$ cat src/tsa_pkg.sv
// Shared types and constants for the timed slot allocator.
// Used by tsa_ctrl, tsa_dpath and timed_slot_allocator_top; no dependencies.
package tsa_pkg;

	localparam int NUM_SLOTS_DEF = 16;
	localparam int COUNT_W       = 16;
	localparam int SID_W         = 16;
	localparam int SLOT_W        = 4;
	localparam int MAX_EVENTS    = 16;
	localparam int EVCNT_W       = $clog2(MAX_EVENTS + 1);
	localparam int IN_DATA_W     = 32;
	localparam int OUT_DATA_W    = 24;

	localparam logic [COUNT_W-1:0] COUNT_MAX = 16'hFFFF;

	// event kinds on the output tuser
	localparam logic EV_STOP  = 1'b0;
	localparam logic EV_START = 1'b1;

	// request kinds on the input tuser
	localparam logic REQ_TICK = 1'b0;
	localparam logic REQ_PLAY = 1'b1;

	typedef enum logic [2:0] {
		ST_IDLE,
		ST_SCAN,
		ST_TFLUSH,
		ST_PSTOP,
		ST_PSTART
	} tsa_state_t;

	// controller -> datapath
	typedef struct packed {
		logic start;      // latch item, restart scan
		logic scan_adv;   // issue next slot read, retire evaluated slot
		logic scan_rep;   // stall: re-read the slot under evaluation
		logic wr_dec;     // write back decremented countdown
		logic min_upd;    // fold evaluated slot into the minimum search
		logic pick_ev;    // chosen slot = evaluated slot (free one found)
		logic pick_best;  // chosen slot = minimum slot (eviction)
		logic hold_ld;    // park stop item of evaluated slot
		logic hold_clr;
		logic out_hold;   // send parked stop item
		logic out_last;   // last flag with out_hold
		logic out_stop;   // send stop item for the minimum slot
		logic out_start;  // send start item for the chosen slot
		logic wr_dur;     // load duration into the chosen slot
	} tsa_cmd_t;

	// datapath -> controller
	typedef struct packed {
		logic play;
		logic ev_valid;
		logic ev_zero;
		logic ev_one;
		logic iss_done;
		logic hold_valid;
		logic out_free;
		logic cap_full;
	} tsa_sts_t;

endpackage

$ cat src/timed_slot_allocator_top.sv
// Timed slot allocator: a countdown per slot, allocation on play, expiry on tick.
// An item is taken only while the block is idle. A tick scans the countdown memory
// one slot per cycle through its single read port, except where the scan re-reads a slot
// while a parked stop item waits for the output register; output stalls also keep the
// block busy. A play request ends its scan at the first free slot, or scans every slot
// and evicts the slot with the smallest countdown, and may also wait on output stalls.
// Results leave through an output register, so the next item is taken while
// the last result still waits.
// Depends on tsa_pkg, tsa_ctrl and tsa_dpath.
module timed_slot_allocator_top #(
	parameter int NUM_SLOTS = tsa_pkg::NUM_SLOTS_DEF
) (
	input  logic                           clk,
	input  logic                           arst_n,
	input  logic                           s_axis_tvalid,
	output logic                           s_axis_tready,
	// [15:0] duration, [31:16] sound_id
	input  logic [tsa_pkg::IN_DATA_W-1:0]  s_axis_tdata,
	// [0] req_type
	input  logic                           s_axis_tuser,
	output logic                           m_axis_tvalid,
	input  logic                           m_axis_tready,
	// [3:0] slot_index, [19:4] sound_id_out, [23:20] zero
	output logic [tsa_pkg::OUT_DATA_W-1:0] m_axis_tdata,
	// [0] event_kind
	output logic                           m_axis_tuser,
	output logic                           m_axis_tlast
);

	tsa_pkg::tsa_cmd_t cmd;
	tsa_pkg::tsa_sts_t sts;

	tsa_ctrl u_ctrl (
		.clk           (clk),
		.arst_n        (arst_n),
		.s_axis_tvalid (s_axis_tvalid),
		.s_axis_tready (s_axis_tready),
		.sts           (sts),
		.cmd           (cmd)
	);

	tsa_dpath #(
		.NUM_SLOTS (NUM_SLOTS)
	) u_dpath (
		.clk           (clk),
		.arst_n        (arst_n),
		.cmd           (cmd),
		.sts           (sts),
		.in_play       (s_axis_tuser == tsa_pkg::REQ_PLAY),
		.in_duration   (s_axis_tdata[15:0]),
		.in_sound_id   (s_axis_tdata[31:16]),
		.m_axis_tvalid (m_axis_tvalid),
		.m_axis_tready (m_axis_tready),
		.m_axis_tdata  (m_axis_tdata),
		.m_axis_tuser  (m_axis_tuser),
		.m_axis_tlast  (m_axis_tlast)
	);

endmodule

$ cat src/tsa_ctrl.sv
// Sequencer of the timed slot allocator: runs the tick and play scans.
// Depends on tsa_pkg; drives tsa_dpath through tsa_cmd_t.
module tsa_ctrl (
	input  logic              clk,
	input  logic              arst_n,
	input  logic              s_axis_tvalid,
	output logic              s_axis_tready,
	input  tsa_pkg::tsa_sts_t sts,
	output tsa_pkg::tsa_cmd_t cmd
);

	tsa_pkg::tsa_state_t state_q, state_nxt;

	// state register
	always_ff @(posedge clk or negedge arst_n) begin
		if (!arst_n) begin
			state_q <= tsa_pkg::ST_IDLE;
		end else begin
			state_q <= state_nxt;
		end
	end

	// next state and commands
	always_comb begin
		logic need_emit;
		need_emit     = sts.ev_valid && sts.ev_one && !sts.cap_full;
		cmd           = '0;
		state_nxt     = state_q;
		s_axis_tready = 1'b0;
		case (state_q)
			tsa_pkg::ST_IDLE: begin
				s_axis_tready = 1'b1;
				if (s_axis_tvalid) begin
					cmd.start = 1'b1;
					state_nxt = tsa_pkg::ST_SCAN;
				end
			end
			tsa_pkg::ST_SCAN: begin
				if (sts.play) begin
					// first free slot ends the search
					if (sts.ev_valid && sts.ev_zero) begin
						cmd.pick_ev = 1'b1;
						state_nxt   = tsa_pkg::ST_PSTART;
					end else begin
						cmd.scan_adv = 1'b1;
						cmd.min_upd  = sts.ev_valid;
						if (sts.iss_done && !sts.ev_valid) begin
							state_nxt = tsa_pkg::ST_PSTOP;
						end
					end
				end else if (need_emit && sts.hold_valid && !sts.out_free) begin
					cmd.scan_rep = 1'b1;
				end else begin
					cmd.scan_adv = 1'b1;
					cmd.wr_dec   = sts.ev_valid && !sts.ev_zero;
					cmd.hold_ld  = need_emit;
					cmd.out_hold = need_emit && sts.hold_valid;
					if (sts.iss_done && !sts.ev_valid) begin
						state_nxt = tsa_pkg::ST_TFLUSH;
					end
				end
			end
			tsa_pkg::ST_TFLUSH: begin
				// parked stop item is the last one of the tick
				if (!sts.hold_valid) begin
					state_nxt = tsa_pkg::ST_IDLE;
				end else if (sts.out_free) begin
					cmd.out_hold = 1'b1;
					cmd.out_last = 1'b1;
					cmd.hold_clr = 1'b1;
					state_nxt    = tsa_pkg::ST_IDLE;
				end
			end
			tsa_pkg::ST_PSTOP: begin
				if (sts.out_free) begin
					cmd.out_stop  = 1'b1;
					cmd.pick_best = 1'b1;
					state_nxt     = tsa_pkg::ST_PSTART;
				end
			end
			tsa_pkg::ST_PSTART: begin
				if (sts.out_free) begin
					cmd.out_start = 1'b1;
					cmd.wr_dur    = 1'b1;
					state_nxt     = tsa_pkg::ST_IDLE;
				end
			end
			default: begin
				state_nxt = tsa_pkg::ST_IDLE;
			end
		endcase
	end

endmodule

$ cat src/tsa_dpath.sv
// Datapath of the timed slot allocator: countdown memory, scan pipeline,
// minimum search, stop-item hold register and output register. Uses tsa_pkg.
module tsa_dpath #(
	parameter int NUM_SLOTS = tsa_pkg::NUM_SLOTS_DEF
) (
	input  logic                             clk,
	input  logic                             arst_n,
	input  tsa_pkg::tsa_cmd_t                cmd,
	output tsa_pkg::tsa_sts_t                sts,
	input  logic                             in_play,
	input  logic [tsa_pkg::COUNT_W-1:0]      in_duration,
	input  logic [tsa_pkg::SID_W-1:0]        in_sound_id,
	output logic                             m_axis_tvalid,
	input  logic                             m_axis_tready,
	output logic [tsa_pkg::OUT_DATA_W-1:0]   m_axis_tdata,
	output logic                             m_axis_tuser,
	output logic                             m_axis_tlast
);

	localparam int IW = (NUM_SLOTS > 1) ? $clog2(NUM_SLOTS) : 1;
	localparam int AW = IW + 1;
	localparam int CW = tsa_pkg::COUNT_W;

	// countdown memory, valid bits stand in for the reset clear
	logic [CW-1:0]        mem_q [NUM_SLOTS];
	logic [NUM_SLOTS-1:0] vld_q;

	logic [AW-1:0] iss_q;
	logic          ev_s1;
	logic [IW-1:0] ev_idx_s1;
	logic [CW-1:0] rd_s1;
	logic          rd_vld_s1;

	logic          play_q;
	logic [CW-1:0] dur_q;
	logic [tsa_pkg::SID_W-1:0] sid_q;

	logic [IW-1:0] best_q;
	logic [CW-1:0] best_val_q;
	logic [IW-1:0] chosen_q;
	logic          hold_q;
	logic [IW-1:0] hold_idx_q;
	logic [tsa_pkg::EVCNT_W-1:0] cnt_q;

	logic                      out_valid_q;
	logic                      out_kind_q;
	logic [tsa_pkg::SLOT_W-1:0] out_slot_q;
	logic [tsa_pkg::SID_W-1:0] out_sid_q;
	logic                      out_last_q;

	logic [CW-1:0] ev_val;
	logic [IW-1:0] rd_addr, wr_addr;
	logic [CW-1:0] wr_data;
	logic          wr_en;
	logic          iss_done;
	logic          out_free;
	logic          push;
	logic [IW+3:0] hold_ext, best_ext, chosen_ext;

	assign ev_val   = rd_vld_s1 ? rd_s1 : '0;
	assign iss_done = (iss_q == AW'(NUM_SLOTS));
	assign out_free = !out_valid_q || m_axis_tready;
	assign push     = cmd.out_hold || cmd.out_stop || cmd.out_start;

	// memory port muxing
	assign rd_addr = cmd.scan_rep ? ev_idx_s1 : iss_q[IW-1:0];
	assign wr_en   = cmd.wr_dec || cmd.wr_dur;
	assign wr_addr = cmd.wr_dur ? chosen_q : ev_idx_s1;
	assign wr_data = cmd.wr_dur ? dur_q : (ev_val - CW'(1));

	always_ff @(posedge clk) begin
		if (wr_en) begin
			mem_q[wr_addr] <= wr_data;
		end
		rd_s1 <= mem_q[rd_addr];
	end

	always_ff @(posedge clk or negedge arst_n) begin
		if (!arst_n) begin
			vld_q     <= '0;
			rd_vld_s1 <= 1'b0;
		end else begin
			if (wr_en) begin
				vld_q[wr_addr] <= 1'b1;
			end
			rd_vld_s1 <= vld_q[rd_addr];
		end
	end

	// scan pipeline: issue index and evaluation stage
	always_ff @(posedge clk or negedge arst_n) begin
		if (!arst_n) begin
			iss_q <= '0;
			ev_s1 <= 1'b0;
		end else if (cmd.start) begin
			iss_q <= '0;
			ev_s1 <= 1'b0;
		end else if (cmd.scan_adv) begin
			if (!iss_done) begin
				ev_s1 <= 1'b1;
				iss_q <= iss_q + AW'(1);
			end else begin
				ev_s1 <= 1'b0;
			end
		end
	end

	always_ff @(posedge clk) begin
		if (cmd.scan_adv && !iss_done) begin
			ev_idx_s1 <= iss_q[IW-1:0];
		end
	end

	// item fields, minimum search, chosen slot
	always_ff @(posedge clk) begin
		if (cmd.start) begin
			dur_q      <= in_duration;
			sid_q      <= in_sound_id;
			best_q     <= '0;
			best_val_q <= tsa_pkg::COUNT_MAX;
		end else if (cmd.min_upd && ev_val < best_val_q) begin
			best_q     <= ev_idx_s1;
			best_val_q <= ev_val;
		end
		if (cmd.pick_ev) begin
			chosen_q <= ev_idx_s1;
		end else if (cmd.pick_best) begin
			chosen_q <= best_q;
		end
		if (cmd.hold_ld) begin
			hold_idx_q <= ev_idx_s1;
		end
	end

	// control part of the item and the parked stop item
	always_ff @(posedge clk or negedge arst_n) begin
		if (!arst_n) begin
			play_q <= 1'b0;
			hold_q <= 1'b0;
			cnt_q  <= '0;
		end else if (cmd.start) begin
			play_q <= in_play;
			hold_q <= 1'b0;
			cnt_q  <= '0;
		end else if (cmd.hold_ld) begin
			hold_q <= 1'b1;
			cnt_q  <= cnt_q + tsa_pkg::EVCNT_W'(1);
		end else if (cmd.hold_clr) begin
			hold_q <= 1'b0;
		end
	end

	// slot numbers carried as their low four bits
	assign hold_ext   = {{4{1'b0}}, hold_idx_q};
	assign best_ext   = {{4{1'b0}}, best_q};
	assign chosen_ext = {{4{1'b0}}, chosen_q};

	// output register
	always_ff @(posedge clk or negedge arst_n) begin
		if (!arst_n) begin
			out_valid_q <= 1'b0;
		end else if (push) begin
			out_valid_q <= 1'b1;
		end else if (m_axis_tready) begin
			out_valid_q <= 1'b0;
		end
	end

	always_ff @(posedge clk) begin
		if (cmd.out_hold) begin
			out_kind_q <= tsa_pkg::EV_STOP;
			out_slot_q <= hold_ext[3:0];
			out_sid_q  <= '0;
			out_last_q <= cmd.out_last;
		end else if (cmd.out_stop) begin
			out_kind_q <= tsa_pkg::EV_STOP;
			out_slot_q <= best_ext[3:0];
			out_sid_q  <= '0;
			out_last_q <= 1'b0;
		end else if (cmd.out_start) begin
			out_kind_q <= tsa_pkg::EV_START;
			out_slot_q <= chosen_ext[3:0];
			out_sid_q  <= sid_q;
			out_last_q <= 1'b1;
		end
	end

	assign m_axis_tvalid = out_valid_q;
	assign m_axis_tdata  = {4'b0000, out_sid_q, out_slot_q};
	assign m_axis_tuser  = out_kind_q;
	assign m_axis_tlast  = out_last_q;

	// status back to the sequencer
	assign sts.play       = play_q;
	assign sts.ev_valid   = ev_s1;
	assign sts.ev_zero    = (ev_val == '0);
	assign sts.ev_one     = (ev_val == CW'(1));
	assign sts.iss_done   = iss_done;
	assign sts.hold_valid = hold_q;
	assign sts.out_free   = out_free;
	assign sts.cap_full   = (cnt_q == tsa_pkg::EVCNT_W'(tsa_pkg::MAX_EVENTS));

	// checks
	a_push_free: assert property (@(posedge clk) disable iff (!arst_n)
		push |-> out_free)
		else $error("item pushed into a full output register");

	a_push_one: assert property (@(posedge clk) disable iff (!arst_n)
		$onehot0({cmd.out_hold, cmd.out_stop, cmd.out_start}))
		else $error("two items pushed in one cycle");

	a_wr_one: assert property (@(posedge clk) disable iff (!arst_n)
		!(cmd.wr_dec && cmd.wr_dur))
		else $error("two countdown writes in one cycle");

	a_hold_src: assert property (@(posedge clk) disable iff (!arst_n)
		cmd.hold_ld |-> (ev_s1 && ev_val == CW'(1) && !play_q))
		else $error("stop item parked for a slot not expiring");

	a_cap: assert property (@(posedge clk) disable iff (!arst_n)
		cnt_q <= tsa_pkg::EVCNT_W'(tsa_pkg::MAX_EVENTS))
		else $error("stop item count beyond limit");

endmodule
$ cat config.mk
export PLATFORM = sky130hd
export DESIGN_NAME = timed_slot_allocator_top
export DESIGN_NICKNAME = d
export VERILOG_FILES = /design/src/tsa_pkg.sv /design/src/timed_slot_allocator_top.sv /design/src/tsa_ctrl.sv /design/src/tsa_dpath.sv
export SDC_FILE = /design/constraint.sdc
export NUM_CORES = 1
export LEC_CHECK = 0
export BUFFER_PORTS_ARGS = -buffer_cell sky130_fd_sc_hd__buf_2
export CAP_MARGIN = 20
export CELL_PAD_IN_SITES_DETAIL_PLACEMENT = 0
export CELL_PAD_IN_SITES_GLOBAL_PLACEMENT = 1
export CORE_MARGIN = 4
export CORE_UTILIZATION = 50
export DETAILED_ROUTE_END_ITERATION = 8
export PLACE_DENSITY_LB_ADDON = 0.1
export SYNTH_ARGS = -nofsm -noshare
export SYNTH_HDL_FRONTEND = slang
export SYNTH_SLANG_ARGS = --single-unit
$ cat constraint.sdc
create_clock -name clk -period 5.25 [get_ports clk]
set_input_delay 0.525 -clock clk [delete_from_list [all_inputs] [get_ports clk]]
set_output_delay 0.525 -clock clk [all_outputs]
set_load 0.05 [all_outputs]
==> impl_metrics.py <==
metrics = {
    "synth": {
        "synth_compound_area_frac": 0.0849,
        "synth_area_per_cell_sq_um": 14.3,
        "synthAdderAreaFrac": 0.0171,
        "yosysSeqAreaShare": 0.688,
        "synth-edff-count": 305,
        "synth_cell_type_count": 61,
        "syn_inst": 1124,
        "synth_top_area_frac": 0.569,
        "yosys-top-cells-area": "edfxtp_1, mux2i_1, dfxtp_1, dfrtp_1, o22ai_1",
        "synth_top_family_by_area": "multiplexers",
        "netlist_area_sq_um": 16100,
        "synth-simple-area-share": 0.0806,
        "muxShareOfSynthArea": 0.0948,
        "postSynthRegisterBits": 392,
        "yosysWarnings": 0,
        "yosysTopAreaCell": "edfxtp_1",
        "synth_xor_xnor_area_share": 0.00653,
        "synth_async_sr_flop_share": 0.0867,
        "ys.flop_type": "edfxtp_1",
    },
    "placed_design": {
        "placedCellCount": 1573,
        "pre_cts_ws_ns": 1.19,
        "post_dp_cell_area_sq_um": 17000,
        "hpwl_microns": 24900,
        "port_buffers": 60,
        "gp_congestion": 0.813,
    },
    "sta": {
        "min_period_over_period": 0.781,
        "maxSlewViolCount": 0,
        "hold_ws_ns": 0.108,
        "fmax_mhz": 244,
        "tightestPinTransition_ns": 1.01,
        "finalCriticalPeriod_ns": 4.10,
        "postLayoutSetupSlackWorst_ns": 1.15,
        "setup_viol": 0,
        "relSlewSlack": 0.326,
        "fin_worst_skew_ns": 0.0197,
        "finalHoldViolations": 0,
        "grt_setup_unrepaired": "false",
        "setup_tns_ns": 0,
    },
    "drt": {
        "vias": 9594,
        "drt-pass1-iter-count": 5,
        "ant_nets": 0,
        "drc": 0,
        "vias_per_cell": 5.81,
        "drt_iter0_markers": 763,
        "drt-total-wl_microns": 39400,
        "wire_per_inst_microns": 23.8,
    },
    "power_and_ir_drop": {
        "ir_drop_v": 0.000294,
        "seqPwrFrac": 0.425,
        "clockPowerShare": 0.276,
        "power_mw": 11.0,
        "p_sw_frac": 0.339,
        "pwr_density_cell_nw_per_um2": 599,
        "p_leak_nw": 7.42,
        "p_switching_mw": 3.74,
        "internal_power_mw": 7.30,
        "combPwrFrac": 0.299,
    },
    "critical_path": {
        "path_cells": "or4_4, o41ai_4, nand4_2, mux2i_4, buf_12, mux2i_1, o22ai_1, or4_1",
        "setup.worst_path.start": "u_dpath.rd_s1[4]",
        "slowest_stage": "or4_1",
        "crit_family": "simple AND/OR/NAND/NOR gates",
        "cp-start-kind": "register",
        "crit_type": "reg -> reg",
        "cpPeakStageDelay_ns": 0.68,
        "path_buf_inv": 1,
        "r2r_slack_ns": 1.15,
        "r2r.worst_path.cells": 8,
        "worst-path-max-fanout": 35,
        "crit_arrival_ns": 4.46,
        "reg2reg_to": "u_dpath.rd_vld_s1",
        "required_ns": 5.61,
        "reg2reg_from": "u_dpath.rd_s1[4]",
        "cp-end-kind": "register",
    },
    "floorplanning": {
        "start_util": 0.508,
        "die-height_microns": 187,
        "core_area_sq_um": 31600,
        "die_w_microns": 187,
        "rows": 65,
        "ios": 65,
        "die-area_sq_um": 35100,
    },
    "clock_tree": {
        "path_clk_slew_ns": 0.06,
        "numCtsBuffers": 42,
        "cts-resized-gates": 0,
        "post_cts_buffers": 0,
        "cts_max_level": 2,
        "cts_tree": "done",
        "ctsLongestPathBuffers": 3,
        "clockRootBuffer": "clkbuf_16",
        "hold_buffers": 0,
        "cts.sink_count": 392,
        "clock_latency_ns": 0.54,
    },
    "flow_run": {
        "drv_cap": 0,
    },
    "final_layout": {
        "final_nets": 1275,
        "fin_area_sq_um": 18400,
        "final_cell_mix": "edfxtp_1, mux2i_1, nand2_1",
        "final_util": 0.582,
        "instances_no_fill": 1651,
        "mostFrequentLayoutCell": "edfxtp_1",
        "syn2layout_area_growth_pct": 14.6,
        "drive_above_1_share": 0.177,
        "fillers": 2498,
    },
    "grt": {
        "grt_start_max_net_pins": 46,
        "grt_pass1_vias": 9541,
        "antenna_found_initial": 1,
        "grt_pass1_wl_microns": 59600,
        "grt_usage": 0.222,
        "grt_overflow": 0,
    },
    "status": {
        "status": "finished, final reports clean",
    },
    "worst_hold_path": {
        "hold_path.class": "in -> async",
    },
}
[sequential cells by signal, summed over array words and instances (netlist names), 5 cells and up]
register and flops:
u_dpath.dur_q 16, u_dpath.cnt_q 5, u_dpath.mem_q 256, u_dpath.sid_q 16, u_dpath.rd_s1 16, u_dpath.best_val_q 16
u_dpath.iss_q 5, u_dpath.vld_q 16, u_dpath.out_sid_q 16
[power groups by stage]
stage	clock network, mW	registers, mW	logic (mW)
2_1_floorplan	0	4.79	2.07
3_3_place_gp	0	4.74	3.24
3_5_place_dp	0	4.75	3.29
4_1_cts	3.11	4.69	3.30
5_1_grt	3.26	4.74	3.60
6_report	3.05	4.69	3.30
[worst max path at each step]
| stage | endpoint | slack (ns) | cells after the start |
|---|---|---|---|
| after floorplan | u_dpath.dur_q[0] | 1.50 | 5 |
| after global placement | u_dpath.rd_vld_s1 | 1.31 | 8 |
| after detailed placement | u_dpath.rd_vld_s1 | 1.19 | 8 |
| after CTS | u_dpath.rd_vld_s1 | 1.18 | 8 |
| after global routing | u_dpath.rd_vld_s1 | 0.98 | 8 |
| final | u_dpath.rd_vld_s1 | 1.15 | 8 |
[kinds of logic (layout without fill, tap and decap cells)]
family / Yosys count / count (layout)
other: 1 / 5
AOI/OAI and AO/OA: 193 / 193
xor gates and xnor gates: 12 / 12
buffers and inverters: 89 / 210
and+or+nand+nor: 263 / 263
DFF: 392 / 392
adders and majority gates: 22 / 22
muxes: 152 / 152
[layer usage]
metal / share of wire / track usage / routed length (microns)
met5: 0 / 0 / 0
met4: 0.019 / 0.0449 / 739
met3: 0.057 / 0.0299 / 2250
met2: 0.47 / 0.365 / 18500
met1: 0.45 / 0.320 / 17900
[layout make-up]
cell class                      count  area, sq um  share of cell area
Multi-Input combinational cell    646         4660               0.253
Antenna cell                        1         2.50            0.000136
Tap cell                          402          503              0.0273
Sequential cell                   392        11100               0.601
Timing Repair Buffer               97          603              0.0327
Clock inverter                     25          323              0.0175
Inverter                           37          139             0.00754
Clock buffer                       51         1130              0.0611
[synthesized netlist by cell type (all sizes together) (2+ instances only)]
library cell  number
dfrtp             34
a41oi              3
and3               7
nor2              50
buf               31
and2               5
o41ai              3
mux2               2
xnor2              7
ha                22
o21ai             26
nand4              7
nand3b             3
a21o               9
edfxtp           305
nand2b             6
nor2b              3
dfxtp             53
clkbuf            21
o21a               2
or3b               2
mux2i            150
nand2             97
or4               22
o31ai              5
nand3             16
nor3b              3
a21oi             25
xor2               5
a211oi             4
or2               19
nor3              19
o22ai             68
inv               37
a31oi             25
o211ai            13
a21bo              3
No activity file was read; power rests on OpenSTA's default activity.
